**src/hdl/median_filter_3x3_rgb_macros.svh**
```systemverilog
// assertion macros for the 3x3 rgb median filter
`ifndef MEDIAN_FILTER_3X3_RGB_MACROS_SVH
`define MEDIAN_FILTER_3X3_RGB_MACROS_SVH
`ifndef SYNTH
`define MF3_ASSERT(lbl, prop) \
  lbl: assert property (@(posedge clk_i) disable iff (!rst_ni) (prop)) \
    else $error("mf3 assertion failed");
`define MF3_ASSERT_NEXT(lbl, ante, cons) \
  lbl: assert property (@(posedge clk_i) disable iff (!rst_ni) (ante) |=> (cons)) \
    else $error("mf3 assertion failed");
`else
`define MF3_ASSERT(lbl, prop)
`define MF3_ASSERT_NEXT(lbl, ante, cons)
`endif
`endif

```
**src/hdl/mf3_pkg.sv**
```systemverilog
// types, constants and sorting network stages for the 3x3 rgb median filter
package mf3_pkg;

  localparam int CHANNEL_BITS     = 8;
  localparam int PIX_BITS         = 3 * CHANNEL_BITS;
  localparam int WIN_DIM          = 3;
  localparam int WIN_TAPS         = WIN_DIM * WIN_DIM;
  localparam int MEDIAN_TAP       = 4;
  localparam int MAX_HEIGHT       = 2048;
  localparam int CFG_BITS         = 12;
  localparam int CFG_IDX_BITS     = 1;
  localparam int ROW_BITS         = 11;
  localparam int QDEPTH           = 4;
  localparam int QPTR_BITS        = 2;
  localparam int QFILL_BITS       = 3;
  localparam int FRAME_WIDTH_RST  = 640;
  localparam int FRAME_HEIGHT_RST = 480;

  typedef enum logic [CFG_IDX_BITS-1:0] {
    REG_FRAME_WIDTH  = 1'b0,
    REG_FRAME_HEIGHT = 1'b1
  } cfg_reg_e;

  typedef logic [CHANNEL_BITS-1:0] chan_t;
  typedef logic [PIX_BITS-1:0]     pix_t;
  typedef chan_t [WIN_TAPS-1:0]    chan_vec_t;
  typedef chan_vec_t [2:0]         rgb_vec_t;
  typedef pix_t [WIN_TAPS-1:0]     win_t;

  typedef struct packed {
    logic top;
    logic bottom;
    logic left;
    logic right;
  } edge_mask_t;

  typedef struct packed {
    pix_t       pix;
    logic       has_out;
    logic       last;
    edge_mask_t off;
  } front_cmd_t;

  typedef struct packed {
    win_t win;
    logic last;
  } win_entry_t;

  // compare-exchange, smaller value ends at index a
  function automatic chan_vec_t cx(chan_vec_t v, int unsigned a, int unsigned b);
    chan_vec_t r;
    r = v;
    if (v[a] > v[b]) begin
      r[a] = v[b];
      r[b] = v[a];
    end
    return r;
  endfunction

  function automatic chan_vec_t sort_s1(chan_vec_t v);
    chan_vec_t r;
    r = cx(v, 1, 2);
    r = cx(r, 4, 5);
    r = cx(r, 7, 8);
    r = cx(r, 0, 1);
    r = cx(r, 3, 4);
    r = cx(r, 6, 7);
    r = cx(r, 1, 2);
    r = cx(r, 4, 5);
    r = cx(r, 7, 8);
    return r;
  endfunction

  function automatic chan_vec_t sort_s2(chan_vec_t v);
    chan_vec_t r;
    r = cx(v, 0, 3);
    r = cx(r, 5, 8);
    r = cx(r, 4, 7);
    r = cx(r, 3, 6);
    r = cx(r, 1, 4);
    r = cx(r, 2, 5);
    r = cx(r, 4, 7);
    return r;
  endfunction

  function automatic chan_vec_t sort_s3(chan_vec_t v);
    chan_vec_t r;
    r = cx(v, 4, 2);
    r = cx(r, 6, 4);
    r = cx(r, 4, 2);
    return r;
  endfunction

  // channel 0 red, 1 green, 2 blue
  function automatic rgb_vec_t split_rgb(win_t w);
    rgb_vec_t r;
    for (int i = 0; i < WIN_TAPS; i++) begin
      r[0][i] = w[i][2*CHANNEL_BITS +: CHANNEL_BITS];
      r[1][i] = w[i][CHANNEL_BITS +: CHANNEL_BITS];
      r[2][i] = w[i][0 +: CHANNEL_BITS];
    end
    return r;
  endfunction

endpackage

```
**src/hdl/mf3_back.sv**
```systemverilog
// back end: three-stage median network per channel and output register
module mf3_back (
  input  logic                                clk_i,
  input  logic                                rst_ni,
  input  mf3_pkg::win_entry_t                 head_i,
  input  logic                                nonempty_i,
  output logic                                pop_o,
  output logic                                out_valid_o,
  input  logic                                out_ready_i,
  output logic [mf3_pkg::CHANNEL_BITS-1:0]    red_med_o,
  output logic [mf3_pkg::CHANNEL_BITS-1:0]    green_med_o,
  output logic [mf3_pkg::CHANNEL_BITS-1:0]    blue_med_o,
  output logic                                frame_last_o
);

  logic                 va_q;
  logic                 vb_q;
  logic                 out_valid_q;
  mf3_pkg::rgb_vec_t    a_q;
  mf3_pkg::rgb_vec_t    b_q;
  logic                 la_q;
  logic                 lb_q;
  logic                 last_q;
  mf3_pkg::chan_t       red_q;
  mf3_pkg::chan_t       green_q;
  mf3_pkg::chan_t       blue_q;

  logic                 en;
  mf3_pkg::rgb_vec_t    split;
  mf3_pkg::rgb_vec_t    a_d;
  mf3_pkg::rgb_vec_t    b_d;
  mf3_pkg::rgb_vec_t    c_d;

  always_comb begin
    en    = !out_valid_q || out_ready_i;
    pop_o = en && nonempty_i;
    split = mf3_pkg::split_rgb(head_i.win);
    for (int c = 0; c < 3; c++) begin
      a_d[c] = mf3_pkg::sort_s1(split[c]);
      b_d[c] = mf3_pkg::sort_s2(a_q[c]);
      c_d[c] = mf3_pkg::sort_s3(b_q[c]);
    end
    out_valid_o  = out_valid_q;
    red_med_o    = red_q;
    green_med_o  = green_q;
    blue_med_o   = blue_q;
    frame_last_o = last_q;
  end

  always_ff @(posedge clk_i or negedge rst_ni) begin
    if (!rst_ni) begin
      va_q        <= 1'b0;
      vb_q        <= 1'b0;
      out_valid_q <= 1'b0;
    end else if (en) begin
      va_q        <= nonempty_i;
      vb_q        <= va_q;
      out_valid_q <= vb_q;
    end
  end

  always_ff @(posedge clk_i) begin
    if (en) begin
      a_q     <= a_d;
      la_q    <= head_i.last;
      b_q     <= b_d;
      lb_q    <= la_q;
      red_q   <= c_d[0][mf3_pkg::MEDIAN_TAP];
      green_q <= c_d[1][mf3_pkg::MEDIAN_TAP];
      blue_q  <= c_d[2][mf3_pkg::MEDIAN_TAP];
      last_q  <= lb_q;
    end
  end

endmodule

```
**config.mk**
```make
export PLATFORM = sky130hd
export DESIGN_NAME = mf3_back
export DESIGN_NICKNAME = d
export VERILOG_FILES = /design/src/hdl/median_filter_3x3_rgb_macros.svh /design/src/hdl/mf3_pkg.sv /design/src/hdl/mf3_back.sv
export SDC_FILE = /design/constraint.sdc
export NUM_CORES = 2
export LEC_CHECK = 0
export ABC_CLOCK_PERIOD_IN_PS = 9500
export BUFFER_PORTS_ARGS = -buffer_cell sky130_fd_sc_hd__buf_4
export CAP_MARGIN = 20
export CORE_MARGIN = 2
export CORE_UTILIZATION = 45
export CTS_CLUSTER_DIAMETER = 100
export CTS_CLUSTER_SIZE = 8
export DETAILED_ROUTE_END_ITERATION = 6
export HOLD_SLACK_MARGIN = 0.06
export MAX_ROUTING_LAYER = met4
export PLACE_DENSITY = 0.63
export SYNTH_ARGS = -nofsm -noshare
export SYNTH_HDL_FRONTEND = slang
export SYNTH_SLANG_ARGS = --single-unit
```
**constraint.sdc**
```tcl
create_clock -name clk_i -period 9.5 [get_ports clk_i]
set_clock_uncertainty 0.05 [all_clocks]
set_input_delay 0.95 -clock clk_i [delete_from_list [all_inputs] [get_ports clk_i]]
set_output_delay 0.95 -clock clk_i [all_outputs]
set_load 0.005 [all_outputs]
```
==> results.ini <==
[power]
p_seq_share_pct = 22.2
leakage_nw = 15.5
powerDensity_nw_per_um2 = 417
fin_total_pwr_w = 0.0142
internal_power_w = 0.00756
p_clk_share_pct = 10.5
ir_worst_vdd_uv = 307
switching_share_pct = 46.8
p_comb_share_pct = 67.3
power.switching_w = 0.00665

[yosys]
yosysUniqueCellTypes = 80
synth_top_cell_by_area = edfxtp_1
synth_edf_count = 315
syn_area_per_cell_um2 = 8.64
synth_area_leaders = edfxtp_1 31%, ha_1 18%, a21oi_1 6.4%, nor2_1 5.7%, mux2i_1 4.7%
synthesis.area_um2 = 30100
synth_flop_cell = edfxtp_1
postSynthCellCount = 3482
ys_seq_elements = 318
synth-seq-area-share_pct = 31.7
synth_top_area_share_pct = 31.5
synth_mux_area_share_pct = 7.02
synthArstFlopShare_pct = 0.943
synth-xor-area-share_pct = 0.233
synth-compound-area-share_pct = 21.8
synth_fa_ha_area_share_pct = 18.1
yosys_warnings = 0
syn_nets = 4135
yosys.area_share.simple_pct = 15.8
synth_top_family_by_area = compound AO/OA/AOI/OAI gates

[setup_path]
r2r-start = b_q[22]
startpoint_type = primary input
slowest_delay_ns = 0.65
crit_type = primary input to flop
crit_slowest_cell = nor2_1
rr_worst_depth = 26
crit_start = head_i[144]
cp_data_required_time_ns = 9.83
worstPathMaxFanout = 22
crit_arrival_ns = 8.00
cp_common_cell = nor2_1
crit_path_end_kind = flop

[clocking]
cts_tree = yes
path_clk_slew_ns = 0.05
cts_inserted_buffers = 46
ctsResizeCount = 0
clockBufferDepth = 3
htree_num_levels = 2
worstSkewPairLatency_ns = 0.57
cts_hold_buf = 0
clock-sinks = 318
post-cts-setup-buffers = 0
root_buffer = clkbuf_16

[place]
hpwl_mm = 66.0
gp_congestion = 0.942
place_area_um2 = 32800
port_buffers = 247

[grt]
grt_pass1_vias = 24100
globalRouteOverflowTotal = 0
antenna_found_initial = 9
grt.total_usage_pct = 23.9
grt_pass1_wl_mm = 129
grt_max_degree = 162

[route]
drtIter0Drc = 1724
wl_per_cell_um = 17.8
wirelength_mm = 81.7
drtPass1Iterations = 7
via_per_inst = 5.62
route.vias.total = 25800
drtAntennaViolNets = 0
drc_errors = 14

[floorplan]
dieArea_um2 = 68900
start_util_pct = 45.6
floorplan.rows = 94
fp.dieW_um = 263
io_pins = 248
die_h_um = 263
coreArea_um2 = 66000

[finish]
syn_to_final_growth_pct = 13.4
utilization_pct = 51.7
drive_gt1_share_pct = 12.3
mostFrequentLayoutCells = 455 x nor2_1, 432 x ha_1, 385 x a21oi_1, 329 x inv_1, 315 x edfxtp_1
fin_nets = 4356
post-route-cell-area_um2 = 34100
final_common_cell = nor2_1

[timing]
worst_pin_slew_ns = 1.00
finalSetupViolations = 0
whs_ns = 0.124
slew_headroom_pct = 33.1
report.final.slew_viol_count = 0
setup-tns-final_ns = 0
hold_viol = 0
timing.final.crit_share_pct = 80.8
max_freq_mhz = 130
rsz0062_at_grt = false
fin_crit_ns = 7.67

[outcome]
violations = DRC
status = complete, but fails checks

[hold_path]
hp-class = primary input to async pin

[job]
maxCapViolCount = 0

## layout make-up
cell class                 count  area [µm²]
fill                        6251       31900
multi-input combinational   2738       18900
sequential                   318        9530
timing repair buffer         270        2040
inverter                     329        1230
clock buffer                  55        1190
tap                          864        1080
clock inverter                 5        68.8
antenna                       10        25.0
## flip-flops by register name, summed over array words and instances, names as in the netlist, 8 cells and up
register,flops
red_med_o,8
green_med_o,8
blue_med_o,8
a_q,216
b_q,72
## critical path, delay by kind of cell
family / cells / cell delay (ns)
AND/OR/NAND/NOR: 12 / 3.02
AO/OA/AOI/OAI: 11 / 2.80
adder cells (fa/ha/maj): 3 / 0.94
buffers and inverters: 3 / 0.28
## routing by layer
layer	global-route usage, %	vias to the layer above	share of wire [%]
li1	-	13300	-
met2	39.4	557	48
met4	7.04	0	2.6
met3	2.53	126	4.0
met1	31.1	11900	46
met5	-	-	0
## power by group through the flow
stage	sequential [W]	clock (W)	combinational [W]
finish	0.00316	0.00149	0.00957
global route	0.00322	0.00159	0.0109
CTS	0.00316	0.00154	0.00950
detailed placement	0.00318	0	0.00943
global placement	0.00317	0	0.00934
floorplan	0.00295	0	0.00734
## through the flow
stage	setup WS, ns	instances
2_1_floorplan	2.67	3482
3_3_place_gp	1.44	4518
3_5_place_dp	1.41	4518
4_1_cts	1.99	4578
5_1_grt	1.22	4588
6_report	1.83	4589
## Yosys cell counts, drive strengths merged (15+ instances only)
master and number:
mux2i 140, nand4 47, o21ai 256, o22ai 65, mux2 63, nand3 56
edfxtp 315, a21o 48, or2 16, clkbuf 67, a31oi 21, nand2b 38
a21oi 386, nor2b 61, a211oi 16, nor3 50, o21bai 15, or3 16
nor2 459, o221a 37, and3 27, ha 432, o21a 82, nand2 231
buf 30, and2 22, inv 329
## cells by family (layout without fill, tap and decap cells)
group | count (synthesis) | count (layout)
mux | 203 | 203
compound gates | 1047 | 1047
buf+inv | 426 | 659
flops | 318 | 318
simple gates | 1045 | 1045
fa+ha+maj | 435 | 435
other cells | 0 | 10
xor+xnor | 8 | 8
## worst paths after layout
path                                endpoint  slack [ns]
worst max-delay path                 a_q[40]        1.83
worst min-delay path             out_valid_o        0.12
worst max register to register  red_med_o[7]        2.57
worst min register to register          lb_q        0.37
max in group asynchronous               vb_q        9.18
min in group clk_i                      lb_q        0.37
Power figures use the tool's default switching activity.
