===== src/hdl/median_filter_3x3_rgb_macros.svh =====
// assertion macros for the 3x3 rgb median filter
`ifndef MEDIAN_FILTER_3X3_RGB_MACROS_SVH
`define MEDIAN_FILTER_3X3_RGB_MACROS_SVH
`ifndef SYNTH
`define MF3_ASSERT(lbl, prop) \
  lbl: assert property (@(posedge clk_i) disable iff (!rst_ni) (prop)) \
    else $error("mf3 assertion failed");
`define MF3_ASSERT_NEXT(lbl, ante, cons) \
  lbl: assert property (@(posedge clk_i) disable iff (!rst_ni) (ante) |=> (cons)) \
    else $error("mf3 assertion failed");
`else
`define MF3_ASSERT(lbl, prop)
`define MF3_ASSERT_NEXT(lbl, ante, cons)
`endif
`endif


===== src/hdl/mf3_pkg.sv =====
// types, constants and sorting network stages for the 3x3 rgb median filter
package mf3_pkg;

  localparam int CHANNEL_BITS     = 8;
  localparam int PIX_BITS         = 3 * CHANNEL_BITS;
  localparam int WIN_DIM          = 3;
  localparam int WIN_TAPS         = WIN_DIM * WIN_DIM;
  localparam int MEDIAN_TAP       = 4;
  localparam int MAX_HEIGHT       = 2048;
  localparam int CFG_BITS         = 12;
  localparam int CFG_IDX_BITS     = 1;
  localparam int ROW_BITS         = 11;
  localparam int QDEPTH           = 4;
  localparam int QPTR_BITS        = 2;
  localparam int QFILL_BITS       = 3;
  localparam int FRAME_WIDTH_RST  = 640;
  localparam int FRAME_HEIGHT_RST = 480;

  typedef enum logic [CFG_IDX_BITS-1:0] {
    REG_FRAME_WIDTH  = 1'b0,
    REG_FRAME_HEIGHT = 1'b1
  } cfg_reg_e;

  typedef logic [CHANNEL_BITS-1:0] chan_t;
  typedef logic [PIX_BITS-1:0]     pix_t;
  typedef chan_t [WIN_TAPS-1:0]    chan_vec_t;
  typedef chan_vec_t [2:0]         rgb_vec_t;
  typedef pix_t [WIN_TAPS-1:0]     win_t;

  typedef struct packed {
    logic top;
    logic bottom;
    logic left;
    logic right;
  } edge_mask_t;

  typedef struct packed {
    pix_t       pix;
    logic       has_out;
    logic       last;
    edge_mask_t off;
  } front_cmd_t;

  typedef struct packed {
    win_t win;
    logic last;
  } win_entry_t;

  // compare-exchange, smaller value ends at index a
  function automatic chan_vec_t cx(chan_vec_t v, int unsigned a, int unsigned b);
    chan_vec_t r;
    r = v;
    if (v[a] > v[b]) begin
      r[a] = v[b];
      r[b] = v[a];
    end
    return r;
  endfunction

  function automatic chan_vec_t sort_s1(chan_vec_t v);
    chan_vec_t r;
    r = cx(v, 1, 2);
    r = cx(r, 4, 5);
    r = cx(r, 7, 8);
    r = cx(r, 0, 1);
    r = cx(r, 3, 4);
    r = cx(r, 6, 7);
    r = cx(r, 1, 2);
    r = cx(r, 4, 5);
    r = cx(r, 7, 8);
    return r;
  endfunction

  function automatic chan_vec_t sort_s2(chan_vec_t v);
    chan_vec_t r;
    r = cx(v, 0, 3);
    r = cx(r, 5, 8);
    r = cx(r, 4, 7);
    r = cx(r, 3, 6);
    r = cx(r, 1, 4);
    r = cx(r, 2, 5);
    r = cx(r, 4, 7);
    return r;
  endfunction

  function automatic chan_vec_t sort_s3(chan_vec_t v);
    chan_vec_t r;
    r = cx(v, 4, 2);
    r = cx(r, 6, 4);
    r = cx(r, 4, 2);
    return r;
  endfunction

  // channel 0 red, 1 green, 2 blue
  function automatic rgb_vec_t split_rgb(win_t w);
    rgb_vec_t r;
    for (int i = 0; i < WIN_TAPS; i++) begin
      r[0][i] = w[i][2*CHANNEL_BITS +: CHANNEL_BITS];
      r[1][i] = w[i][CHANNEL_BITS +: CHANNEL_BITS];
      r[2][i] = w[i][0 +: CHANNEL_BITS];
    end
    return r;
  endfunction

endpackage


===== src/hdl/mf3_front.sv =====
// front end: frame registers, position counters and item classification
module mf3_front #(
  parameter int MAX_WIDTH = 2048
) (
  input  logic                                   clk_i,
  input  logic                                   rst_ni,
  input  logic                                   cfg_we_i,
  input  logic [mf3_pkg::CFG_IDX_BITS-1:0]       cfg_idx_i,
  input  logic [mf3_pkg::CFG_BITS-1:0]           cfg_data_i,
  input  logic                                   in_valid_i,
  output logic                                   in_ready_o,
  input  logic                                   req_type_i,
  input  logic [mf3_pkg::CHANNEL_BITS-1:0]       red_in_i,
  input  logic [mf3_pkg::CHANNEL_BITS-1:0]       green_in_i,
  input  logic [mf3_pkg::CHANNEL_BITS-1:0]       blue_in_i,
  input  logic [mf3_pkg::QFILL_BITS-1:0]         q_fill_i,
  input  logic                                   s1_push_i,
  output logic                                   cmd_valid_o,
  output mf3_pkg::front_cmd_t                    cmd_o,
  output logic [$clog2(MAX_WIDTH)-1:0]           addr_o
);

  localparam int CW    = $clog2(MAX_WIDTH);
  localparam int WW    = $clog2(MAX_WIDTH + 1);
  localparam int TW    = WW + mf3_pkg::CFG_BITS;
  localparam int PW    = TW + 1;
  localparam int RST_W = (mf3_pkg::FRAME_WIDTH_RST > MAX_WIDTH) ? MAX_WIDTH
                                                               : mf3_pkg::FRAME_WIDTH_RST;
  localparam int RST_H = mf3_pkg::FRAME_HEIGHT_RST;

  logic [WW-1:0]                    w_q;
  logic [CW-1:0]                    wm1_q;
  logic [mf3_pkg::CFG_BITS-1:0]     h_q;
  logic [mf3_pkg::ROW_BITS-1:0]     hm1_q;
  logic [TW-1:0]                    total_q;
  logic [CW-1:0]                    col_q;
  logic [PW-1:0]                    p_q;
  logic [CW-1:0]                    ocol_q;
  logic [mf3_pkg::ROW_BITS-1:0]     orow_q;

  logic [WW-1:0]                    new_w;
  logic [mf3_pkg::CFG_BITS-1:0]     new_h;
  logic [WW-1:0]                    op_w;
  logic [mf3_pkg::CFG_BITS-1:0]     op_h;
  logic [TW-1:0]                    total_prod;
  logic [mf3_pkg::QFILL_BITS:0]     credit_used;
  logic                             accept;
  logic                             in_frame;
  logic                             ignore_item;
  logic                             has_out;
  logic                             last;

  // clamp written sizes
  always_comb begin
    if (cfg_data_i == '0) begin
      new_w = WW'(1);
    end else if (int'(cfg_data_i) > MAX_WIDTH) begin
      new_w = WW'(MAX_WIDTH);
    end else begin
      new_w = WW'(cfg_data_i);
    end
    if (cfg_data_i == '0) begin
      new_h = mf3_pkg::CFG_BITS'(1);
    end else if (int'(cfg_data_i) > mf3_pkg::MAX_HEIGHT) begin
      new_h = mf3_pkg::CFG_BITS'(mf3_pkg::MAX_HEIGHT);
    end else begin
      new_h = cfg_data_i;
    end
    op_w = w_q;
    op_h = h_q;
    case (mf3_pkg::cfg_reg_e'(cfg_idx_i))
      mf3_pkg::REG_FRAME_WIDTH:  op_w = new_w;
      mf3_pkg::REG_FRAME_HEIGHT: op_h = new_h;
      default: ;
    endcase
    total_prod = {{mf3_pkg::CFG_BITS{1'b0}}, op_w} * {{WW{1'b0}}, op_h};
  end

  always_comb begin
    credit_used = {1'b0, q_fill_i} + {{mf3_pkg::QFILL_BITS{1'b0}}, s1_push_i};
    in_ready_o  = credit_used < (mf3_pkg::QFILL_BITS + 1)'(mf3_pkg::QDEPTH);
    accept      = in_valid_i && in_ready_o;
    in_frame    = p_q < PW'(total_q);
    ignore_item = req_type_i && in_frame;
    has_out     = p_q > PW'(w_q);
    last        = has_out && (orow_q == hm1_q) && (ocol_q == wm1_q);
    cmd_valid_o = accept && !ignore_item;
    cmd_o.pix   = (in_frame && !req_type_i) ? {red_in_i, green_in_i, blue_in_i} : '0;
    cmd_o.has_out    = has_out;
    cmd_o.last       = last;
    cmd_o.off.top    = (orow_q == '0);
    cmd_o.off.bottom = (orow_q == hm1_q);
    cmd_o.off.left   = (ocol_q == '0);
    cmd_o.off.right  = (ocol_q == wm1_q);
    addr_o      = col_q;
  end

  always_ff @(posedge clk_i or negedge rst_ni) begin
    if (!rst_ni) begin
      w_q     <= WW'(RST_W);
      wm1_q   <= CW'(RST_W - 1);
      h_q     <= mf3_pkg::CFG_BITS'(RST_H);
      hm1_q   <= mf3_pkg::ROW_BITS'(RST_H - 1);
      total_q <= TW'(RST_W * RST_H);
      col_q   <= '0;
      p_q     <= '0;
      ocol_q  <= '0;
      orow_q  <= '0;
    end else if (cfg_we_i) begin
      case (mf3_pkg::cfg_reg_e'(cfg_idx_i))
        mf3_pkg::REG_FRAME_WIDTH: begin
          w_q   <= new_w;
          wm1_q <= CW'(new_w - WW'(1));
        end
        mf3_pkg::REG_FRAME_HEIGHT: begin
          h_q   <= new_h;
          hm1_q <= mf3_pkg::ROW_BITS'(new_h - mf3_pkg::CFG_BITS'(1));
        end
        default: ;
      endcase
      total_q <= total_prod;
      col_q   <= '0;
      p_q     <= '0;
      ocol_q  <= '0;
      orow_q  <= '0;
    end else if (cmd_valid_o) begin
      if (last) begin
        col_q  <= '0;
        p_q    <= '0;
        ocol_q <= '0;
        orow_q <= '0;
      end else begin
        col_q <= (col_q == wm1_q) ? '0 : col_q + CW'(1);
        p_q   <= p_q + PW'(1);
        if (has_out) begin
          if (ocol_q == wm1_q) begin
            ocol_q <= '0;
            orow_q <= orow_q + mf3_pkg::ROW_BITS'(1);
          end else begin
            ocol_q <= ocol_q + CW'(1);
          end
        end
      end
    end
  end

endmodule


===== config.mk =====
export PLATFORM = sky130hd
export DESIGN_NAME = mf3_front
export DESIGN_NICKNAME = d
export VERILOG_FILES = /design/src/hdl/median_filter_3x3_rgb_macros.svh /design/src/hdl/mf3_pkg.sv /design/src/hdl/mf3_front.sv
export SDC_FILE = /design/constraint.sdc
export NUM_CORES = 1
export LEC_CHECK = 0
export ABC_AREA = 1
export BUFFER_PORTS_ARGS = -buffer_cell sky130_fd_sc_hd__buf_2
export CELL_PAD_IN_SITES_DETAIL_PLACEMENT = 0
export CELL_PAD_IN_SITES_GLOBAL_PLACEMENT = 1
export CORE_ASPECT_RATIO = 1.75
export CORE_UTILIZATION = 41
export CTS_CLUSTER_DIAMETER = 150
export DETAILED_ROUTE_END_ITERATION = 8
export PLACE_DENSITY_LB_ADDON = 0.1
export SLEW_MARGIN = 5
export SYNTH_ARGS = -nofsm -noshare
export SYNTH_HDL_FRONTEND = slang
export SYNTH_SLANG_ARGS = --single-unit

===== constraint.sdc =====
create_clock -name clk_i -period 5.29 [get_ports clk_i]
set_clock_uncertainty 0.1 [all_clocks]
set_input_delay 0.7935 -clock clk_i [delete_from_list [all_inputs] [get_ports clk_i]]
set_output_delay 0.7935 -clock clk_i [all_outputs]
set_load 0.03 [all_outputs]

==> results of run 1 <==
## layout make-up
class,count,area (µm²)
Multi-Input combinational cell,1381,9570
Sequential cell,128,3240
Fill cell,3245,15400
Timing Repair Buffer,281,2120
Tap cell,405,507
Clock inverter,15,138
Clock buffer,17,425
Inverter,388,1490
## Yosys cell counts, drive strengths merged, types with 17 or more instances
cell	n	area share
xor2	49	0.031
ha	104	0.095
xnor2	22	0.014
dfstp	26	0.050
fa	100	0.15
nor2	199	0.055
nand4	23	0.011
buf	32	0.013
nand3	121	0.045
o21ai	127	0.049
clkbuf	28	0.0077
inv	388	0.11
a21oi	39	0.015
dfrtp	102	0.19
nor3	17	0.0066
nand2	534	0.15
## report_power, final
group	leakage, nW	switching (mW)	internal (mW)
Combinational	7.37	1.38	1.03
Sequential	1.64	0.106	1.13
Clock	0.270	0.498	0.650
Total	9.28	1.99	2.82
## flip-flops by register name, indices dropped and copies added (netlist names)
signal / flops
orow_q: 11
p_q: 25
addr_o: 11
ocol_q: 11
total_q: 24
h_q: 12
wm1_q: 11
hm1_q: 11
w_q: 12
## repair_timing
action	CTS	global route
cloned	0	0
pin swaps	56	50
resized for setup	77	83
endpoints found under the setup margin	15	18
setup buffers	24	12
## logic make-up (layout without fill, tap and decap cells)
family	count (synthesis)	in the layout
and+or+nand+nor	925	925
buffers and inverters	448	701
adders and majority gates	204	204
AOI/OAI and AO/OA	181	181
DFF	128	128
xor gates and xnor gates	71	71
## layout by cell type (no fill, tap or decap), types with 21 or more instances in the layout
cell type	n
buf_4	161
nor2_1	173
nand3_1	111
a21oi_1	27
inv_2	40
nand4_1	22
xnor2_1	21
dfrtp_1	102
dfstp_2	26
o21ai_1	24
nand2_1	495
fa_1	87
nand2_2	25
o21ai_0	79
buf_2	83
ha_1	88
buf_6	27
inv_1	341
xor2_1	49
## final timing paths
| kind | endpoint | slack (ns) | depth (start not counted) |
|---|---|---|---|
| min reg2reg | hm1_q[7] | 0.38 | 2 |
| max | total_q[18] | -0.40 | 33 |
| min | addr_o[8] | 0.15 | 1 |
| max reg2reg | total_q[18] | 0.14 | 23 |
| min in group clk_i | hm1_q[7] | 0.38 | 2 |
| max in group asynchronous | total_q[3] | 3.84 | 2 |
## metal layers
| metal | GRT usage | wire [µm] |
|---|---|---|
| met1 | 0.268 | 15700 |
| met2 | 0.535 | 24600 |
| met3 | 0.0272 | 1030 |
| met4 | 0.157 | 2500 |
| met5 | 0 | 0 |
## metrics by stage
stage	hold slack [ns]	setup WS [ns]
2_1_floorplan	0.349	-0.280
3_3_place_gp	0.367	-0.944
3_5_place_dp	0.371	-0.937
4_1_cts	0.156	-0.389
5_1_grt	0.171	-0.592
6_report	0.154	-0.396
## critical path, delay by kind of cell
family,cells,cell delay (ns)
AO/OA/AOI/OAI,4,0.53
adder cells (fa/ha/maj),6,2.79
buffers and inverters,11,0.92
AND/OR/NAND/NOR,12,0.91
==> results.sh, run 1 <==
export IMPL_ys_async_sr_fraction=1.00
export IMPL_synth_top_family_by_area="simple AND/OR/NAND/NOR gates"
export IMPL_end_kind="register"
export IMPL_drv_cap=0
export IMPL_synth_simple_area_share=0.280
export IMPL_slew_headroom=0.451
export IMPL_synth_edf_count=0
export IMPL_worstSetupStartpointType="primary input"
export IMPL_fin_crit_ns=5.69
export IMPL_dieArea_um2=34200
export IMPL_via_per_inst=4.98
export IMPL_numCtsBuffers=17
export IMPL_grt_pass1_vias=13400
export IMPL_synth_cell_type_count=42
export IMPL_max_freq_mhz=176
export IMPL_io_pins=89
export IMPL_tightest_slew_ns=0.817
export IMPL_ant_nets=0
export IMPL_r2r_start="h_q[7]"
export IMPL_power_mw=4.80
export IMPL_ys_warn_count=0
export IMPL_wl_per_cell_um=16.8
export IMPL_worstPathMaxFanout=5
export IMPL_synth_fa_ha_area_frac=0.241
export IMPL_violations="setup timing"
export IMPL_p_leak_nw=9.28
export IMPL_layout_drive_gt1_share=0.247
export IMPL_hold_buffers=0
export IMPL_final_core_util=0.531
export IMPL_areaGrowthSynthToFinish_pct=27.5
export IMPL_worstHoldPathType="primary input to asynchronous set/reset pin"
export IMPL_ys_seq_area_frac=0.236
export IMPL_design_area_um2=17500
export IMPL_setup_worst_path_class="primary input to register"
export IMPL_routed_wl_um=43900
export IMPL_initial_core_util=0.417
export IMPL_place_port_buffers=88
export IMPL_status="complete, but fails checks"
export IMPL_fin_cells=2615
export IMPL_critPathArrivalTime_ns=5.95
export IMPL_core_um2=32900
export IMPL_syn_inst=1957
export IMPL_htreeDepth=4
export IMPL_final_max_slew_viol_count=0
export IMPL_route_detailed_drc=0
export IMPL_cp_common_cell="inv_2"
export IMPL_die_y_um=244
export IMPL_grt_max_degree=58
export IMPL_post_dp_hpwl_um=35900
export IMPL_fin_ws_ns=-0.396
export IMPL_cts_sinks=128
export IMPL_final_nets=2447
export IMPL_worstSetupStartpoint="cfg_data_i[0]"
export IMPL_synth_compound_area_frac=0.0707
export IMPL_synthMuxAreaShare=0
export IMPL_cts_tree="yes"
export IMPL_slowest_delay_ns=0.54
export IMPL_root_buffer="clkbuf_16"
export IMPL_cp_slowest_cell="fa_1"
export IMPL_worstPathRequired_ns=5.55
export IMPL_gp_congestion=0.906
export IMPL_postSynthAreaPerCell_um2=7.01
export IMPL_drt_pass1_iter_count=5
export IMPL_drt_iter0_markers=518
export IMPL_clk_latency_ns=0.44
export IMPL_setup_tns_ns=-4.11
export IMPL_setup_viol=14
export IMPL_powerDensity_nw_per_um2=275
export IMPL_rsz0062_at_grt="yes"
export IMPL_ys_flop_type="dfrtp_1"
export IMPL_yosys_area_share_xor_xnor=0.0453
export IMPL_grt_pass1_wl_um=69800
export IMPL_place_area_um2=16100
export IMPL_irDropWorstVdd_uv=201
export IMPL_vias=13000
export IMPL_synth_ff_latch_count=128
export IMPL_fin_crit_sh=1.07
export IMPL_cts_buffer_depth=2
export IMPL_dp_cells=2548
export IMPL_n_antenna_cell=0
export IMPL_rows=88
export IMPL_syn_num_nets=2207
export IMPL_grtUsageTotal=0.271
export IMPL_syn_area_um2=13700
export IMPL_clk_pin_slew_ns=0.06
export IMPL_overflow=0
export IMPL_hold_viol=0
export IMPL_die_w_um=140
export IMPL_antenna_found_initial=0
Power figures use the tool's default switching activity.
==> inputs of run 2 (changes only) <==
- RECOVER_POWER: default -> 50
==> run 2 against run 1 <==
The flow finishes with violations (capacitance limit, slew limit, setup timing). Die area did not move. Critical path depth did not move. Largest cell class unchanged. Design area fell by 0.15%. Fmax barely moved. First-iteration DRC count fell by 1.2%.
==> results.sh, run 2 (synthesized netlist as in run 1, its figures left out) <==
export IMPL_setup_viol=14
export IMPL_mostFrequentLayoutCells="nand2_1, inv_1, nor2_1"
export IMPL_layout_drive_gt1_share=0.243
export IMPL_fin_crit_sh=1.07
export IMPL_clk_pin_slew_ns=0.06
export IMPL_root_buffer="clkbuf_16"
export IMPL_worstHoldPathType="register to register"
export IMPL_core_um2=32900
export IMPL_timing_critical_path_max_delay_family="adder cells"
export IMPL_cts_sinks=128
export IMPL_die_y_um=244
export IMPL_design_area_um2=17500
export IMPL_cp_common_cell="inv_2"
export IMPL_cp_slowest_cell="fa_1"
export IMPL_nFillCells=3247
export IMPL_regMostFlops="p_q"
export IMPL_largest_reg_flops=25
export IMPL_holdWs_ns=0.383
export IMPL_gp_congestion=0.906
export IMPL_n_antenna_cell=0
export IMPL_place_port_buffers=88
export IMPL_tightest_slew_ns=2.35
export IMPL_clkPwrFrac=0.240
export IMPL_violations="capacitance limit, slew limit, setup timing"
export IMPL_pwr_share_seq=0.258
export IMPL_numCtsBuffers=17
export IMPL_status="complete, but fails checks"
export IMPL_grtUsageTotal=0.271
export IMPL_pre_cts_ws_ns=-0.937
export IMPL_netSwitchingFraction=0.414
export IMPL_final_max_slew_viol_count=75
export IMPL_critPathArrivalTime_ns=5.95
export IMPL_via_per_inst=4.99
export IMPL_multi_input_area_um2=9570
export IMPL_antenna_found_initial=0
export IMPL_vias=13000
export IMPL_drv_cap=2
export IMPL_max_freq_mhz=176
export IMPL_wl_per_cell_um=16.8
export IMPL_dieArea_um2=34200
export IMPL_layout_top_registers="p_q: 25 flops, total_q: 24 flops"
export IMPL_htreeDepth=4
export IMPL_switchingPower_mw=1.99
export IMPL_irDropWorstVdd_uv=201
export IMPL_worstSetupStartpointType="primary input"
export IMPL_grt_pass1_vias=13400
export IMPL_rows=88
export IMPL_initial_core_util=0.417
export IMPL_grt_max_degree=58
export IMPL_path_buf_inv=11
export IMPL_p_int_mw=2.81
export IMPL_combPwrFrac=0.502
export IMPL_grt_pass1_wl_um=69800
export IMPL_clk_latency_ns=0.44
export IMPL_fin_ws_ns=-0.392
export IMPL_regArea_um2=3240
export IMPL_worstPathRequired_ns=5.56
export IMPL_slowest_delay_ns=0.54
export IMPL_p_leak_nw=9.24
export IMPL_drt_pass1_iter_count=5
export IMPL_die_w_um=140
export IMPL_end_kind="register"
export IMPL_fin_crit_ns=5.68
export IMPL_final_nets=2447
export IMPL_routed_wl_um=43900
export IMPL_worstPathMaxFanout=5
export IMPL_place_area_um2=16100
export IMPL_areaGrowthSynthToFinish_pct=27.3
export IMPL_hold_buffers=0
export IMPL_rsz0062_at_grt="yes"
export IMPL_ant_nets=0
export IMPL_route_detailed_drc=0
export IMPL_hold_viol=0
export IMPL_slew_headroom=-0.569
export IMPL_cts_buffer_depth=2
export IMPL_io_pins=89
export IMPL_powerDensity_nw_per_um2=275
export IMPL_post_dp_hpwl_um=35900
export IMPL_cts_tree="yes"
export IMPL_overflow=0
export IMPL_final_common_cell="nand2_1"
export IMPL_setup_worst_path_class="primary input to register"
export IMPL_drt_iter0_markers=512
-- run 2: cell count changes in the layout (fill, tap and decap cells not counted), sizes merged --
cell,previous run,this run
buf,281,272
clkbuf,17,26
-- run 2: tightest hold or removal path: cells and delay by family (launching register included) --
kind          cells  cell delay (ns)
flops             1             0.38
simple gates      2             0.11
-- run 2: timing repair --
item / 4_1_cts / 5_1_grt
endpoints found under the setup margin: 15 / 18
setup buffers: 24 / 12
gates resized for setup: 77 / 83
pin swaps: 56 / 50
hold endpoints to repair: 0 / 0
-- run 2: power by group through the flow --
stage,registers [mW],clock network [mW],logic [mW]
finish,1.24,1.15,2.41
global placement,1.25,0,2.12
global route,1.26,1.21,2.68
CTS,1.24,1.18,2.30
detailed placement,1.26,0,2.14
floorplan,1.22,0,1.35
-- run 2: cell type report --
class                   instances  share of cell area
clock buffers                  17              0.0244
clock inverters                15             0.00789
multi-input cells            1381               0.548
well taps                     405              0.0290
flip-flops and latches        128               0.185
inverters                     388              0.0852
repair buffers                281               0.120
-- run 2: stage by stage --
stage | instances | power, mW | TNS, ns | util
floorplan | 1957 | 2.56 | -2.36 | -
global placement | 2548 | 3.37 | -13.22 | 0.489
detailed placement | 2548 | 3.39 | -13.22 | 0.489
CTS | 2604 | 4.71 | -3.72 | 0.520
global route | 2615 | 5.15 | -7.09 | 0.530
finish | 2615 | 4.80 | -4.06 | 0.530
-- run 2: worst paths after layout --
kind | from | to | slack, ns | cells past startpoint
worst max-delay path | cfg_data_i[0] | total_q[18] | -0.39 | 33
max in group asynchronous | rst_ni | p_q[2] | 1.34 | 2
worst max register to register | h_q[7] | total_q[18] | 0.14 | 23
min in group asynchronous | rst_ni | addr_o[8] | 0.95 | 1
worst min-delay path | hm1_q[7] | hm1_q[7] | 0.38 | 2
worst min register to register | hm1_q[7] | hm1_q[7] | 0.38 | 2
-- run 2: per-layer routing --
layer / track usage / wire length, µm
met1: 0.268 / 15700
met2: 0.535 / 24600
met3: 0.0272 / 1030
met4: 0.157 / 2510
met5: 0 / 0
