`src/hdl/median_filter_3x3_rgb_macros.svh`:
```
// assertion macros for the 3x3 rgb median filter
`ifndef MEDIAN_FILTER_3X3_RGB_MACROS_SVH
`define MEDIAN_FILTER_3X3_RGB_MACROS_SVH
`ifndef SYNTH
`define MF3_ASSERT(lbl, prop) \
  lbl: assert property (@(posedge clk_i) disable iff (!rst_ni) (prop)) \
    else $error("mf3 assertion failed");
`define MF3_ASSERT_NEXT(lbl, ante, cons) \
  lbl: assert property (@(posedge clk_i) disable iff (!rst_ni) (ante) |=> (cons)) \
    else $error("mf3 assertion failed");
`else
`define MF3_ASSERT(lbl, prop)
`define MF3_ASSERT_NEXT(lbl, ante, cons)
`endif
`endif

```
`src/hdl/mf3_pkg.sv`:
```
// types, constants and sorting network stages for the 3x3 rgb median filter
package mf3_pkg;

  localparam int CHANNEL_BITS     = 8;
  localparam int PIX_BITS         = 3 * CHANNEL_BITS;
  localparam int WIN_DIM          = 3;
  localparam int WIN_TAPS         = WIN_DIM * WIN_DIM;
  localparam int MEDIAN_TAP       = 4;
  localparam int MAX_HEIGHT       = 2048;
  localparam int CFG_BITS         = 12;
  localparam int CFG_IDX_BITS     = 1;
  localparam int ROW_BITS         = 11;
  localparam int QDEPTH           = 4;
  localparam int QPTR_BITS        = 2;
  localparam int QFILL_BITS       = 3;
  localparam int FRAME_WIDTH_RST  = 640;
  localparam int FRAME_HEIGHT_RST = 480;

  typedef enum logic [CFG_IDX_BITS-1:0] {
    REG_FRAME_WIDTH  = 1'b0,
    REG_FRAME_HEIGHT = 1'b1
  } cfg_reg_e;

  typedef logic [CHANNEL_BITS-1:0] chan_t;
  typedef logic [PIX_BITS-1:0]     pix_t;
  typedef chan_t [WIN_TAPS-1:0]    chan_vec_t;
  typedef chan_vec_t [2:0]         rgb_vec_t;
  typedef pix_t [WIN_TAPS-1:0]     win_t;

  typedef struct packed {
    logic top;
    logic bottom;
    logic left;
    logic right;
  } edge_mask_t;

  typedef struct packed {
    pix_t       pix;
    logic       has_out;
    logic       last;
    edge_mask_t off;
  } front_cmd_t;

  typedef struct packed {
    win_t win;
    logic last;
  } win_entry_t;

  // compare-exchange, smaller value ends at index a
  function automatic chan_vec_t cx(chan_vec_t v, int unsigned a, int unsigned b);
    chan_vec_t r;
    r = v;
    if (v[a] > v[b]) begin
      r[a] = v[b];
      r[b] = v[a];
    end
    return r;
  endfunction

  function automatic chan_vec_t sort_s1(chan_vec_t v);
    chan_vec_t r;
    r = cx(v, 1, 2);
    r = cx(r, 4, 5);
    r = cx(r, 7, 8);
    r = cx(r, 0, 1);
    r = cx(r, 3, 4);
    r = cx(r, 6, 7);
    r = cx(r, 1, 2);
    r = cx(r, 4, 5);
    r = cx(r, 7, 8);
    return r;
  endfunction

  function automatic chan_vec_t sort_s2(chan_vec_t v);
    chan_vec_t r;
    r = cx(v, 0, 3);
    r = cx(r, 5, 8);
    r = cx(r, 4, 7);
    r = cx(r, 3, 6);
    r = cx(r, 1, 4);
    r = cx(r, 2, 5);
    r = cx(r, 4, 7);
    return r;
  endfunction

  function automatic chan_vec_t sort_s3(chan_vec_t v);
    chan_vec_t r;
    r = cx(v, 4, 2);
    r = cx(r, 6, 4);
    r = cx(r, 4, 2);
    return r;
  endfunction

  // channel 0 red, 1 green, 2 blue
  function automatic rgb_vec_t split_rgb(win_t w);
    rgb_vec_t r;
    for (int i = 0; i < WIN_TAPS; i++) begin
      r[0][i] = w[i][2*CHANNEL_BITS +: CHANNEL_BITS];
      r[1][i] = w[i][CHANNEL_BITS +: CHANNEL_BITS];
      r[2][i] = w[i][0 +: CHANNEL_BITS];
    end
    return r;
  endfunction

endpackage

```
`src/hdl/mf3_queue.sv`:
```
// short queue of neighbourhoods between the window and the median stages
module mf3_queue (
  input  logic                              clk_i,
  input  logic                              rst_ni,
  input  logic                              push_i,
  input  mf3_pkg::win_entry_t               entry_i,
  input  logic                              pop_i,
  output mf3_pkg::win_entry_t               head_o,
  output logic                              nonempty_o,
  output logic [mf3_pkg::QFILL_BITS-1:0]    fill_o
);

  mf3_pkg::win_entry_t                entries_q [mf3_pkg::QDEPTH];
  logic [mf3_pkg::QPTR_BITS-1:0]      wr_ptr_q;
  logic [mf3_pkg::QPTR_BITS-1:0]      rd_ptr_q;
  logic [mf3_pkg::QFILL_BITS-1:0]     fill_q;
  logic [mf3_pkg::QFILL_BITS-1:0]     fill_d;

  always_comb begin
    fill_d = fill_q;
    if (push_i && !pop_i) begin
      fill_d = fill_q + mf3_pkg::QFILL_BITS'(1);
    end else if (pop_i && !push_i) begin
      fill_d = fill_q - mf3_pkg::QFILL_BITS'(1);
    end
    head_o     = entries_q[rd_ptr_q];
    nonempty_o = (fill_q != '0);
    fill_o     = fill_q;
  end

  always_ff @(posedge clk_i or negedge rst_ni) begin
    if (!rst_ni) begin
      wr_ptr_q <= '0;
      rd_ptr_q <= '0;
      fill_q   <= '0;
    end else begin
      if (push_i) begin
        wr_ptr_q <= wr_ptr_q + mf3_pkg::QPTR_BITS'(1);
      end
      if (pop_i) begin
        rd_ptr_q <= rd_ptr_q + mf3_pkg::QPTR_BITS'(1);
      end
      fill_q <= fill_d;
    end
  end

  always_ff @(posedge clk_i) begin
    if (push_i) begin
      entries_q[wr_ptr_q] <= entry_i;
    end
  end

endmodule

```
`config.mk`:
```
export PLATFORM = sky130hd
export DESIGN_NAME = mf3_queue
export DESIGN_NICKNAME = d
export VERILOG_FILES = /design/src/hdl/median_filter_3x3_rgb_macros.svh /design/src/hdl/mf3_pkg.sv /design/src/hdl/mf3_queue.sv
export SDC_FILE = /design/constraint.sdc
export NUM_CORES = 1
export LEC_CHECK = 0
export BUFFER_PORTS_ARGS = -buffer_cell sky130_fd_sc_hd__buf_4
export CAP_MARGIN = 20
export CORE_ASPECT_RATIO = 1.4
export CORE_UTILIZATION = 45
export CTS_BUF_LIST = sky130_fd_sc_hd__clkbuf_16
export CTS_CLUSTER_SIZE = 25
export DETAILED_ROUTE_END_ITERATION = 12
export PLACE_DENSITY_LB_ADDON = 0.05
export SLEW_MARGIN = 20
export SYNTH_ARGS = -nofsm -noshare
export SYNTH_HDL_FRONTEND = slang
export SYNTH_SLANG_ARGS = --single-unit
```
`constraint.sdc`:
```
create_clock -name clk_i -period 14.9 [get_ports clk_i]
set_input_delay 0.745 -clock clk_i [delete_from_list [all_inputs] [get_ports clk_i]]
set_output_delay 0.745 -clock clk_i [all_outputs]
set_load 0.01 [all_outputs]
```
==> impl_summary.md, run 1 <==
Detailed routing
The length of routed met3 wiring is 5780 um. The first TritonRoute pass finished after 4 iterations. The final wirelength is 67600 um. In the detailed route, the total length drawn on met2 is 34200 um. The detailed router finished its first iteration with 701 violations. The final routed DRC violation total is 0. The via count normalized by instance count is 5.25. The met1 wire length is 26000 um. Once detail routing completed, the nets flagged for antenna violations numbered 0.

The uppermost layer routed is met5. Dividing the detail-routed wire length by the instance count gives 25.3 um. The detailed router placed 14000 vias in this run.

Pwr
The internal power is 5.45 mW. The peak ir drop on the vdd network is 159 uV. For this design the total switching power over the nets is 2.24 mW. Per report_power, the sequential group accounts for 43.8% of the total. The leakage power figure is 13.1 nW.

The switching power as a share of total power is 29.1%. The share of power burned in the clock network is 25.5%. Dividing total power by cell area gives a power density of 200 nW/um^2. The portion of total power attributed to combinational logic is 30.7%.

Clock tree
The H-tree generated during clock tree synthesis spans 3 levels. The root cell of the clock tree is clkbuf_16. The total CTS buffers is 84. The largest buffer count on any clock path is 3.

The clock net in this run drives a total of 875 sinks. In this run the post-CTS setup repair buffer count came out at 0. The clock input transition at the sequential cells of the worst setup and hold paths is 0.06 ns. The clock insertion delay at the later pin of the skew report is 0.64 ns. TritonCTS built the clock tree.

Floorplan
For this configuration, the core starts out at a cell density of 45.5%. The floorplan has 115 rows. The core region is 70200 um^2.

From left edge to right edge, the die measures 227 um. The die is 317 um tall. The floorplan step defined a die boundary enclosing 72000 um^2. Pin placement for this block handled 442 I/O pins.

Logic synthesis
The synthesized netlist occupies a cell area of 31900 um^2. The synthesized-area fraction occupied by xor and xnor cells is 0.165%. The synthesized netlist devotes 0.0157% of its cell area to compound gates. In this run the mean area of a mapped cell was 27.4 um^2. The synthesized netlist contains 19 unique library cells. Of the post-synthesis cell area, the part taken by muxes is 15.3%. By area, the combinational part of the netlist is dominated by multiplexers. Synthesis inferred 875 register bits.

The synthesized netlist devotes 0.259% of its cell area to adder and majority cells. Counting every net in the synthesized netlist gives 1394. The total of warnings raised by yosys is 0. The post-synthesis instance total is 1167.

Of the synthesized area, sequential elements account for 82.2%. The synthesized netlist devotes 0.133% of its cell area to simple gates.

Run status
The run finished with clean final reports.

Worst setup path
STA puts the critical path data arrival time at 4.22 ns. The type of element capturing the critical path is an output port. The worst register-to-register path begins at wr_ptr_q[0].

The biggest fanout along the worst timing path is 44. The endpoint identified for the worst register-to-register timing path is entries_q[0][125]. The setup path with the least slack is of type reg -> out. For the worst flop-to-flop path, the logic depth is 5. The register-to-register setup slack is 11.45 ns. The kind of start point of the critical path is a register.

The required time reported for the critical path endpoint is 14.16 ns.

Cells and area
At the end of the flow the core is filled with cells to 54.9%. The layout-stage area growth over the synthesis result is 20.8%. The final standard cell count with taps included and fillers excluded is 2671. In the final layout, the share of cells above drive strength 1 is 45.8%. The count of fill cells added during filler insertion is 5401. For this run, the post-layout net count is 1890.

Timing
At the pin with the least slew margin, the transition time is 1.14 ns. The final worst-path cycle share is 33.3%. Across the routed clock network, the largest skew measured is 0.0305 ns. In this run the tightest slew margin relative to its limit is 24.0%. The final critical delay including setup and external delays is 4.96 ns.

Setup repair after global routing left no endpoint under its margin. Summed over all failing endpoints, the final setup total negative slack is 0 ns. The final-report setup violation count is 0.

Hold timing on the final database bottoms out at a slack of 0.290 ns. The final-report max-slew violation count is 0. The number of hold violations in the final report came to 0. Static timing analysis puts the maximum clock frequency at 0.202 GHz.

Placement
The routability-driven placement congestion ratio is 0.721. The number of buffer cells added on primary ports is 441. The post-placement cell count is 2512.

Once detailed placement completed, the half-perimeter wirelength came to 41100 um.

Global route
The first-pass GRT wire length is 98300 um. The maximum number of pins on one net before global-route repair is 141. The initial antenna violation count is 9.

In the global route stage, overall resource usage came out at 19.0%. The number of global-route vias before repair came to 15000. For this run the aggregate overflow at the end of global routing stands at 0.

Min path
The start point of the worst hold path is pop_i. The cell depth of the worst hold path is 2. The endpoint of the worst hold-timing path is rd_ptr_q[0]. The path class of the tightest hold or removal check is in -> reg.

Run
Max-cap violations in this run came to 0.
## cell usage in the layout, fill, tap and decap left out
master,n
or3_1,1
mux4_2,217
and2_4,4
dlygate4sd3_1,1
clkinvlp_4,3
buf_12,3
dfrtp_4,2
clkinv_4,2
inv_1,22
ha_1,5
diode_2,3
mux2_2,1
clkinv_2,15
clkinv_8,3
dfrtp_1,5
nand2_1,2
nor2_1,1
inv_6,1
clkinv_1,25
xnor2_1,2
edfxtp_1,868
fa_1,1
buf_4,455
xor2_1,4
clkbuf_16,86
bufinv_16,2
o21ai_0,1
## power groups by stage
stage	sequential, mW	combinational [mW]	clock (mW)
6_report	3.37	2.36	1.96
5_1_grt	3.42	2.54	2.11
4_1_cts	3.39	2.45	2.03
3_5_place_dp	3.44	2.44	0
3_3_place_gp	3.42	2.44	0
2_1_floorplan	3.44	1.49	0
## per-stage QoR
| step | power [mW] | instance area (um^2) | worst slack (ns) |
|---|---|---|---|
| after detailed placement | 5.88 | 36000 | 10.38 |
| after global routing | 8.07 | 38600 | 9.52 |
| final | 7.70 | 38600 | 9.94 |
| after global placement | 5.86 | 36000 | 10.40 |
| after CTS | 7.86 | 38600 | 9.67 |
| after floorplan | 4.93 | 31900 | 8.63 |
## timing repair
action,4_1_cts,5_1_grt
hold buffers,1,0
endpoints found under the hold margin,7,0
gates resized for setup,0,0
endpoints found under the setup margin,0,0
## worst max-delay path: stages (launching register included)
cell	delay (ns)
dfrtp_4	1.04
buf_4	0.75
buf_4	0.83
mux4_2	0.64
buf_4	0.17
## how the worst max path moves through the flow
stage / cells past startpoint / start / slack [ns] / to
global placement: 4 / rd_ptr_q[0] / 10.40 / head_o[149]
floorplan: 1 / push_i / 8.63 / entries_q[1][0]
CTS: 4 / rd_ptr_q[0] / 9.67 / head_o[149]
finish: 4 / rd_ptr_q[0] / 9.94 / head_o[149]
global route: 4 / rd_ptr_q[0] / 9.52 / head_o[149]
detailed placement: 4 / rd_ptr_q[0] / 10.38 / head_o[149]
## final cells by class
| type | instances | area (um^2) | area share [%] |
|---|---|---|---|
| Antenna cell | 3 | 7.51 | 0.0195 |
| Clock buffer | 86 | 2150 | 5.58 |
| Clock inverter | 69 | 394 | 1.02 |
| Inverter | 4 | 15.0 | 0.0389 |
| Multi-Input combinational cell | 239 | 5090 | 13.2 |
| Sequential cell | 875 | 26200 | 68.1 |
| Tap cell | 936 | 1170 | 3.04 |
| Timing Repair Buffer | 459 | 3490 | 9.04 |
## cell families after synthesis
logic type	count (synthesis)
flops	875
compound gates	1
fa+ha+maj	6
mux	218
simple gates	8
xor+xnor	6
buf+inv	53
## flip-flops by register name, indices dropped and copies added (netlist names)
| signal | flops |
|---|---|
| entries_q | 868 |
| fill_o | 3 |
| rd_ptr_q | 2 |
| wr_ptr_q | 2 |
## cells in the mapped netlist
library cell	count	share of area, %
edfxtp_1	868	82
inv_1	4	0.047
mux4_2	217	15
dfrtp_1	7	0.55
ha_1	5	0.20
o21ai_0	1	0.016
fa_1	1	0.063
nor2_1	1	0.012
buf_1	2	0.024
and2_1	4	0.078
xor2_1	4	0.11
or3_1	1	0.020
buf_12	22	1.4
xnor2_1	2	0.055
clkbuf_1	1	0.012
buf_2	21	0.33
mux2_2	1	0.035
buf_6	3	0.11
nand2_1	2	0.024
## per-layer routing
layer | GRT usage (%) | vias to the layer above
li1 | - | 6090
met1 | 23.3 | 7433
met2 | 30.9 | 409
met3 | 6.65 | 91
met4 | 7.32 | 12
met5 | 0 | -
(Power assumes the default switching activity.)
==> run 2, diff against run 1 <==
==> constraint.sdc (replaced) <==
create_clock -name clk_i -period 4.1 [get_ports clk_i]
set_input_delay 0.205 -clock clk_i [delete_from_list [all_inputs] [get_ports clk_i]]
set_output_delay 0.205 -clock clk_i [all_outputs]
set_load 0.01 [all_outputs]
==> run 2 against run 1 <==
Design area rose by 6.8%. Worst setup slack got worse by 8.8 ns. Global-route usage rose by 0.39 points. Sequential share of layout area fell by 4.4 points. Combinational power rose to 3.9 times the previous value. Largest cell class unchanged. Sequential power rose to 3.6 times the previous value. Via count rose by 5.9%. Die area did not move. Largest power group unchanged. Flip-flop and latch count did not move. Worst hold slack improved by 0.028 ns. Non-clock buffer count rose by 246.
==> impl_summary.md, run 2 (synthesis results as in run 1) <==
Run status
The run finished with clean final reports.

Detailed routing
The detailed-routing iteration count for the pre-antenna-repair pass is 5 (+1). The wire length on met2 came to 36200 um (+5.8%). The detailed router used layers up to and including met5.

The count of routing violations after the opening detailed-route iteration is 736 (+5.0%). The number of nets with antenna violations after routing is 0 (unchanged). The via count normalized by instance count is 5.11 (-2.8%). The total number of vias is 14900 (+5.9%). The length of routed met3 wiring is 4740 um (-18%). The final wirelength is 68900 um (+1.9%).

The wire length per cell is 23.7 um (-6.4%). The met1 wire length came to 26400 um (+1.5%). The final routed DRC violation total was 0 (unchanged).

Timing
The accumulated negative setup slack is 0 ns (unchanged). The post-route clock skew is 0.0105 ns (-0.0200 ns). Setup repair after global routing left no endpoint under its margin.

For the finished layout, the period the worst path requires is 2.93 ns. The final-report setup violation count was 0 (unchanged). The post-route worst setup slack is 1.17 ns (-8.77 ns). The number of hold violations in the final report came to 0 (unchanged). Derived from the worst setup path, the maximum achievable clock frequency is 0.341 GHz. The final-report max-slew violation count is 0 (unchanged). The remaining max-slew budget at the tightest pin is 33.7% (+9.7 points). The final critical path takes up 71.5% of the cycle. The transition at the pin with the smallest max-transition slack came to 0.994 ns (-0.146 ns).

Cells and area
The flip-flop count of the largest register after layout is 868 (unchanged). The final net count is 2136 (+13%). The library cell used most frequently in the layout, excluding fill and tap cells, is edfxtp_1. The fraction of final layout cells with drive strength greater than 1 is 41.4% (-4.4 points).

The register with the most flip-flops is entries_q. Leaving out fill and tap cells, the most frequent cells in the layout are 868 x edfxtp_1, 464 x buf_4, 221 x dlygate4sd3_1. The layout-stage area growth over the synthesis result is 29.1%.

Pwr
The fraction of power consumed by sequential logic is 42.6% (-1.2 points). The peak ir drop on the vdd network is 437 uV (+170%). The net switching component of the power is 8.24 mW (+270%). The switching power as a share of total power is 28.8% (-0.36 points).

The leakage power figure is 14.2 nW (+8.7%). The total power divided by cell area is 695 nW/um^2 (+250%). The portion of total power attributed to combinational logic came to 32.0% (+1.3 points).

The share of power burned in the clock network is 25.4% (about the same). The internal power is 20.4 mW (+270%).

Worst setup path
The most critical setup path has its endpoint at head_o[49]. The biggest fanout along the worst timing path is 53 (+20%). The endpoint identified for the worst register-to-register timing path is entries_q[2][117]. By startpoint and endpoint, the worst setup path is classified as reg -> out. The worst setup path is launched from a register. The data arrival at the endpoint of the critical path is 2.73 ns (-1.49 ns). The required time reported for the critical path endpoint is 3.89 ns (-10.27 ns). Tracing the worst setup path back leads to its startpoint at rd_ptr_q[1].

STA classifies the critical path endpoint as an output port. The worst flop-to-flop path startpoint is wr_ptr_q[0]. The number of cell instances on the worst register-to-register path is 4 (-1). The register-to-register setup slack is 1.88 ns (-9.57 ns).

Global route
The number of global-route vias before repair was 16300 (+8.5%). The first-pass GRT wire length is 101000 um (+3.0%). The maximum number of pins on one net before global-route repair came to 59 (-58%).

The total grt overflow came to 0 (unchanged). The global-route usage over all layers came to 19.4% (+0.39 points). The initial antenna violation count came to 4 (-5).

Floorplan
The number of I/O pins is 442 (unchanged). The horizontal extent of the die is 227 um (unchanged). The core area is 70200 um^2 (unchanged).

The die height is 317 um (unchanged). The effective utilization at floorplan was 45.5% (unchanged). The area of the die is 72000 um^2 (unchanged).

The placement row count is 115 (unchanged).

Placement
The minimum setup slack after placement is 1.77 ns (-8.61 ns). The number of buffer cells added on primary ports is 441 (unchanged). The routability-driven placement congestion ratio is 0.737 (+2.3%). The total half-perimeter wirelength after legalization and detailed placement is 43500 um (+5.9%).

Clock tree
The clock input transition at the sequential cells of the worst setup and hold paths is 0.06 ns (about the same). The root cell of the clock tree is clkbuf_16. The largest buffer count on any clock path came to 3 (unchanged). The buffer count from post-CTS setup fixing is 0 (unchanged).

The number of sinks on the clock net came to 875 (unchanged). The clock insertion delay at the later pin of the skew report is 0.62 ns (-0.02 ns). TritonCTS built the clock tree. The total CTS buffers was 84 (unchanged). The number of H-tree levels is 3 (unchanged).

Min path
The cell depth of the worst hold path is 2 (unchanged). In this run the worst hold path is classified as in -> reg.

Run
The number of max-cap violations is 0 (unchanged).
[run 2: cell types whose count changed in the layout (fill, tap and decap cells not counted), moves of 3 or more]
| cell | delta |
|---|---|
| bufinv_16 | +3 |
| dlygate4sd3_1 | +220 |
| buf_4 | +9 |
| clkinv_8 | -3 |
| buf_12 | +17 |
| clkinv_2 | -7 |
| clkinv_1 | -7 |
| inv_1 | +3 |
[run 2: per-stage QoR]
step	utilization [%]	instances	hold WS [ns]	instance area, um^2	total power, mW
CTS	58.7	2906	0.266	41200	29.2
global route	58.7	2909	0.292	41200	30.0
finish	58.7	2909	0.318	41200	28.6
detailed placement	51.9	2538	0.0259	36400	21.7
floorplan	-	1167	-0.0906	31900	17.7
global placement	51.9	2538	0.0251	36400	21.6
[run 2: worst min path at each step]
stage / start / endpoint / slack [ns]
after floorplan: rst_ni / fill_o[0] / -0.09
after global placement: rst_ni / fill_o[1] / 0.03
after detailed placement: rst_ni / fill_o[1] / 0.03
after CTS: entry_i[87] / entries_q[0][87] / 0.27
after global routing: entry_i[13] / entries_q[2][13] / 0.29
final: entry_i[15] / entries_q[0][15] / 0.32
[run 2: power groups by stage]
stage | combinational, mW | sequential, mW | clock [mW]
floorplan | 5.41 | 12.3 | 0
global placement | 9.25 | 12.3 | 0
detailed placement | 9.23 | 12.4 | 0
CTS | 9.46 | 12.2 | 7.49
global route | 9.81 | 12.4 | 7.81
finish | 9.15 | 12.2 | 7.27
[run 2: final cells by class]
class                      instances  area (um^2)
clock buffer                      87         2180
inverter                           4         15.0
antenna                            3         7.51
multi-input combinational        239         5090
timing repair buffer             705         6100
tap                              936         1170
clock inverter                    60          400
sequential                       875        26200
fill                            5264        29000
[run 2: timing repair]
item	CTS	global route
resized for setup	0	0
endpoints found under the hold margin	880	0
hold buffers	221	0
[run 2: layer usage]
metal  GRT usage [%]  up-vias
met4            6.62        2
li1                -     6559
met1            23.4     7815
met5               0        -
met2            33.3      406
met3            5.45       80
[run 2: critical path, stage by stage, from the launching register on]
cell     delay [ns]
dfrtp_4        1.06
buf_4          0.43
mux4_2         0.38
buf_4          0.16
==> run 3, diff against run 2 <==
==> constraint.sdc (replaced) <==
create_clock -name clk_i -period 2.7 [get_ports clk_i]
set_input_delay 0.135 -clock clk_i [delete_from_list [all_inputs] [get_ports clk_i]]
set_output_delay 0.135 -clock clk_i [all_outputs]
set_load 0.01 [all_outputs]
==> run 3 against run 2 <==
Core utilization up 0.34 points. Critical path depth did not move. Die area stayed put. Sequential share of layout area down 0.37 points. Via count grew 2.1%. Final cell count is 0.62% higher. Global-route usage increased by 0.23 points.
==> impl_summary.md, run 3 (synthesis results as in run 1) <==
Detailed routing
The length of routed met3 wiring is 4860 um (+2.6%). The final wirelength is 69900 um (+1.4%). The detailed-routing iteration count for the pre-antenna-repair pass is 6 (+1).

The count of routing violations after the opening detailed-route iteration was 891 (+21%). The final routed DRC violation total was 0 (unchanged). The wire length per cell is 23.9 um (+0.79%). The total number of vias is 15200 (+2.1%). The met1 wire length is 27600 um (+4.5%).

The uppermost layer routed is met5. The wire length on met2 came to 35700 um (-1.2%). The via count normalized by instance count is 5.19 (+1.5%). The number of nets with antenna violations after routing is 0 (unchanged).

Worst setup path
Among all stages on the critical path, the largest delay is contributed by dfrtp_4. The biggest fanout along the worst timing path is 37 (-30%). The data arrival at the endpoint of the critical path was 2.32 ns (-0.41 ns).

The kind of start point of the critical path is a register. The category of cells accounting for the largest share of critical-path delay is flip-flops. The total stage count of the critical path came to 3 (unchanged). The signal on the critical path passes through buf_12 > mux4_2 > buf_4. The required time reported for the critical path endpoint is 2.57 ns (-1.32 ns). The number of buffer and inverter instances along the worst setup path came to 2 (unchanged).

The stage delay of the slowest cell on the critical path is 0.78 ns (-0.28 ns). The worst setup path is of the reg -> out kind. The number of cell instances on the worst register-to-register path came to 3 (-1).

STA classifies the critical path endpoint as an output port.

Clock tree
The number of H-tree levels is 3 (unchanged). The clock input transition at the sequential cells of the worst setup and hold paths is 0.06 ns (about the same). The TritonCTS clock tree is done. The root cell of the clock tree is clkbuf_16. The number of sinks on the clock net came to 875 (unchanged).

The post-CTS resize count was 0 (unchanged). The clock insertion delay at the later pin of the skew report was 0.63 ns (about the same). The largest buffer count on any clock path is 3 (unchanged).

The total CTS buffers is 85 (+1.2%).

Min path
The worst min-delay path category is in -> reg. The cell depth of the worst hold path came to 2 (unchanged).

Cells and area
Relative to the synthesized area, the layout overhead comes to 29.8%. The register with the most flip-flops is entries_q. The fraction of final layout cells with drive strength greater than 1 is 41.8% (+0.38 points). The final cell area excluding filler cells was 41400 um^2 (+0.58%). The flip-flop count of the largest register after layout is 868 (unchanged). The final net count is 2151 (+0.70%). The library cells used most frequently in the layout, excluding fill and tap cells, are 868 x edfxtp_1, 467 x buf_4, 221 x dlygate4sd3_1.

The library cell used most frequently in the layout, excluding fill and tap cells, is edfxtp_1.

Timing
The final-report max-slew violation count came to 0 (unchanged). The accumulated negative setup slack is 0 ns (unchanged). After layout, the worst path uses 90.9% of the clock period. The remaining max-slew budget at the tightest pin is 62.9% (+29 points).

The post-route clock skew is 0.0162 ns (+0.00575 ns). The maximum clock rate is 0.407 GHz. The final-report setup violation count is 0 (unchanged). The transition at the pin with the smallest max-transition slack is 0.557 ns (-0.437 ns). The routed design could run at a clock period as short as 2.45 ns. The number of hold violations in the final report came to 0 (unchanged). Setup repair after global routing left no endpoint under its margin.

Global route
The maximum number of pins on one net before global-route repair came to 74 (+25%). The global-route usage over all layers is 19.6% (+0.23 points). The total grt overflow was 0 (unchanged). The number of global-route vias before repair is 16500 (+1.1%). The first-pass GRT wire length is 103000 um (+1.4%). The initial antenna violation count is 5 (+1).

Pwr
The total chip power is 43.8 mW (+53%). The total power divided by cell area is 1060 nW/um^2 (+52%). The leakage power figure was 14.4 nW (+1.0%). The peak ir drop on the vdd network is 646 uV (+48%).

Floorplan
The area of the die is 72000 um^2 (unchanged). The placement row count came to 115 (unchanged). The horizontal extent of the die is 227 um (unchanged). The effective utilization at floorplan is 45.5% (unchanged). The die height is 317 um (unchanged).

The core area is 70200 um^2 (unchanged). The number of I/O pins is 442 (unchanged).

Placement
The total half-perimeter wirelength after legalization and detailed placement is 43300 um (-0.52%). The area of placed instances came to 36600 um^2 (+0.52%). The number of buffer cells added on primary ports is 441 (unchanged). The routability-driven placement congestion ratio is 0.734 (-0.50%).

Run status
The flow ran to the end, and the final reports show no timing, DRC or antenna violations.

Run
The number of max-cap violations came to 0 (unchanged).
## run 3: cell types whose count changed in the layout (fill, tap and decap cells not counted), sizes merged
| cell | delta |
|---|---|
| clkbuf | +2 |
| clkinvlp | -2 |
| bufinv | -3 |
| buf | +14 |
| clkinv | +3 |
| inv | +4 |
## run 3: metal layers
layer  track usage (%)  vias up
li1                  -     6601
met1              24.5     8039
met2              32.8      450
met3              5.30       84
met4              7.11        6
met5                 0        -
## run 3: repair_timing
| action | CTS | global route |
|---|---|---|
| endpoints found under the hold margin | 880 | 0 |
| setup buffers | 4 | 0 |
| hold buffers | 221 | 0 |
| endpoints found under the setup margin | 5 | 0 |
## run 3: final cells by class
type	count	area, um^2
Multi-Input combinational cell	239	5090
Sequential cell	875	26200
Fill cell	5225	28800
Tap cell	936	1170
Antenna cell	3	7.51
Clock buffer	89	2230
Clock inverter	62	348
Inverter	4	15.0
Timing Repair Buffer	719	6340
## run 3: worst paths after layout
path / start / to / slack [ns]
max reg2reg: wr_ptr_q[0] / entries_q[3][130] / 0.87
min in group asynchronous: rst_ni / wr_ptr_q[1] / 0.57
max: rd_ptr_q[1] / head_o[92] / 0.25
max in group asynchronous: rst_ni / rd_ptr_q[1] / 1.73
min reg2reg: fill_o[2] / fill_o[2] / 0.50
min: entry_i[24] / entries_q[3][24] / 0.25
## run 3: report_power, final
group	leakage, nW	switching, mW	internal [mW]	total (mW)
Combinational	4.95	7.28	7.28	14.6
Clock	1.36	4.83	6.13	11.0
Sequential	8.05	0.605	17.7	18.3
## run 3: metrics by stage
step | utilization (%) | hold slack [ns] | worst slack (ns) | instances
floorplan | - | -0.161 | 0.115 | 1167
global placement | 52.1 | -0.0233 | 0.681 | 2548
detailed placement | 52.1 | -0.0196 | 0.695 | 2548
CTS | 59.0 | 0.187 | 0.144 | 2924
global route | 59.0 | 0.224 | 0.145 | 2926
finish | 59.0 | 0.246 | 0.245 | 2927
## run 3: worst reg2reg max path: cells and delay by family (launching register included)
kind	cells	cell delay, ns
and+or+nand+nor	1	0.49
DFF	1	0.41
buffers and inverters	1	0.43
adders and majority gates	1	0.16
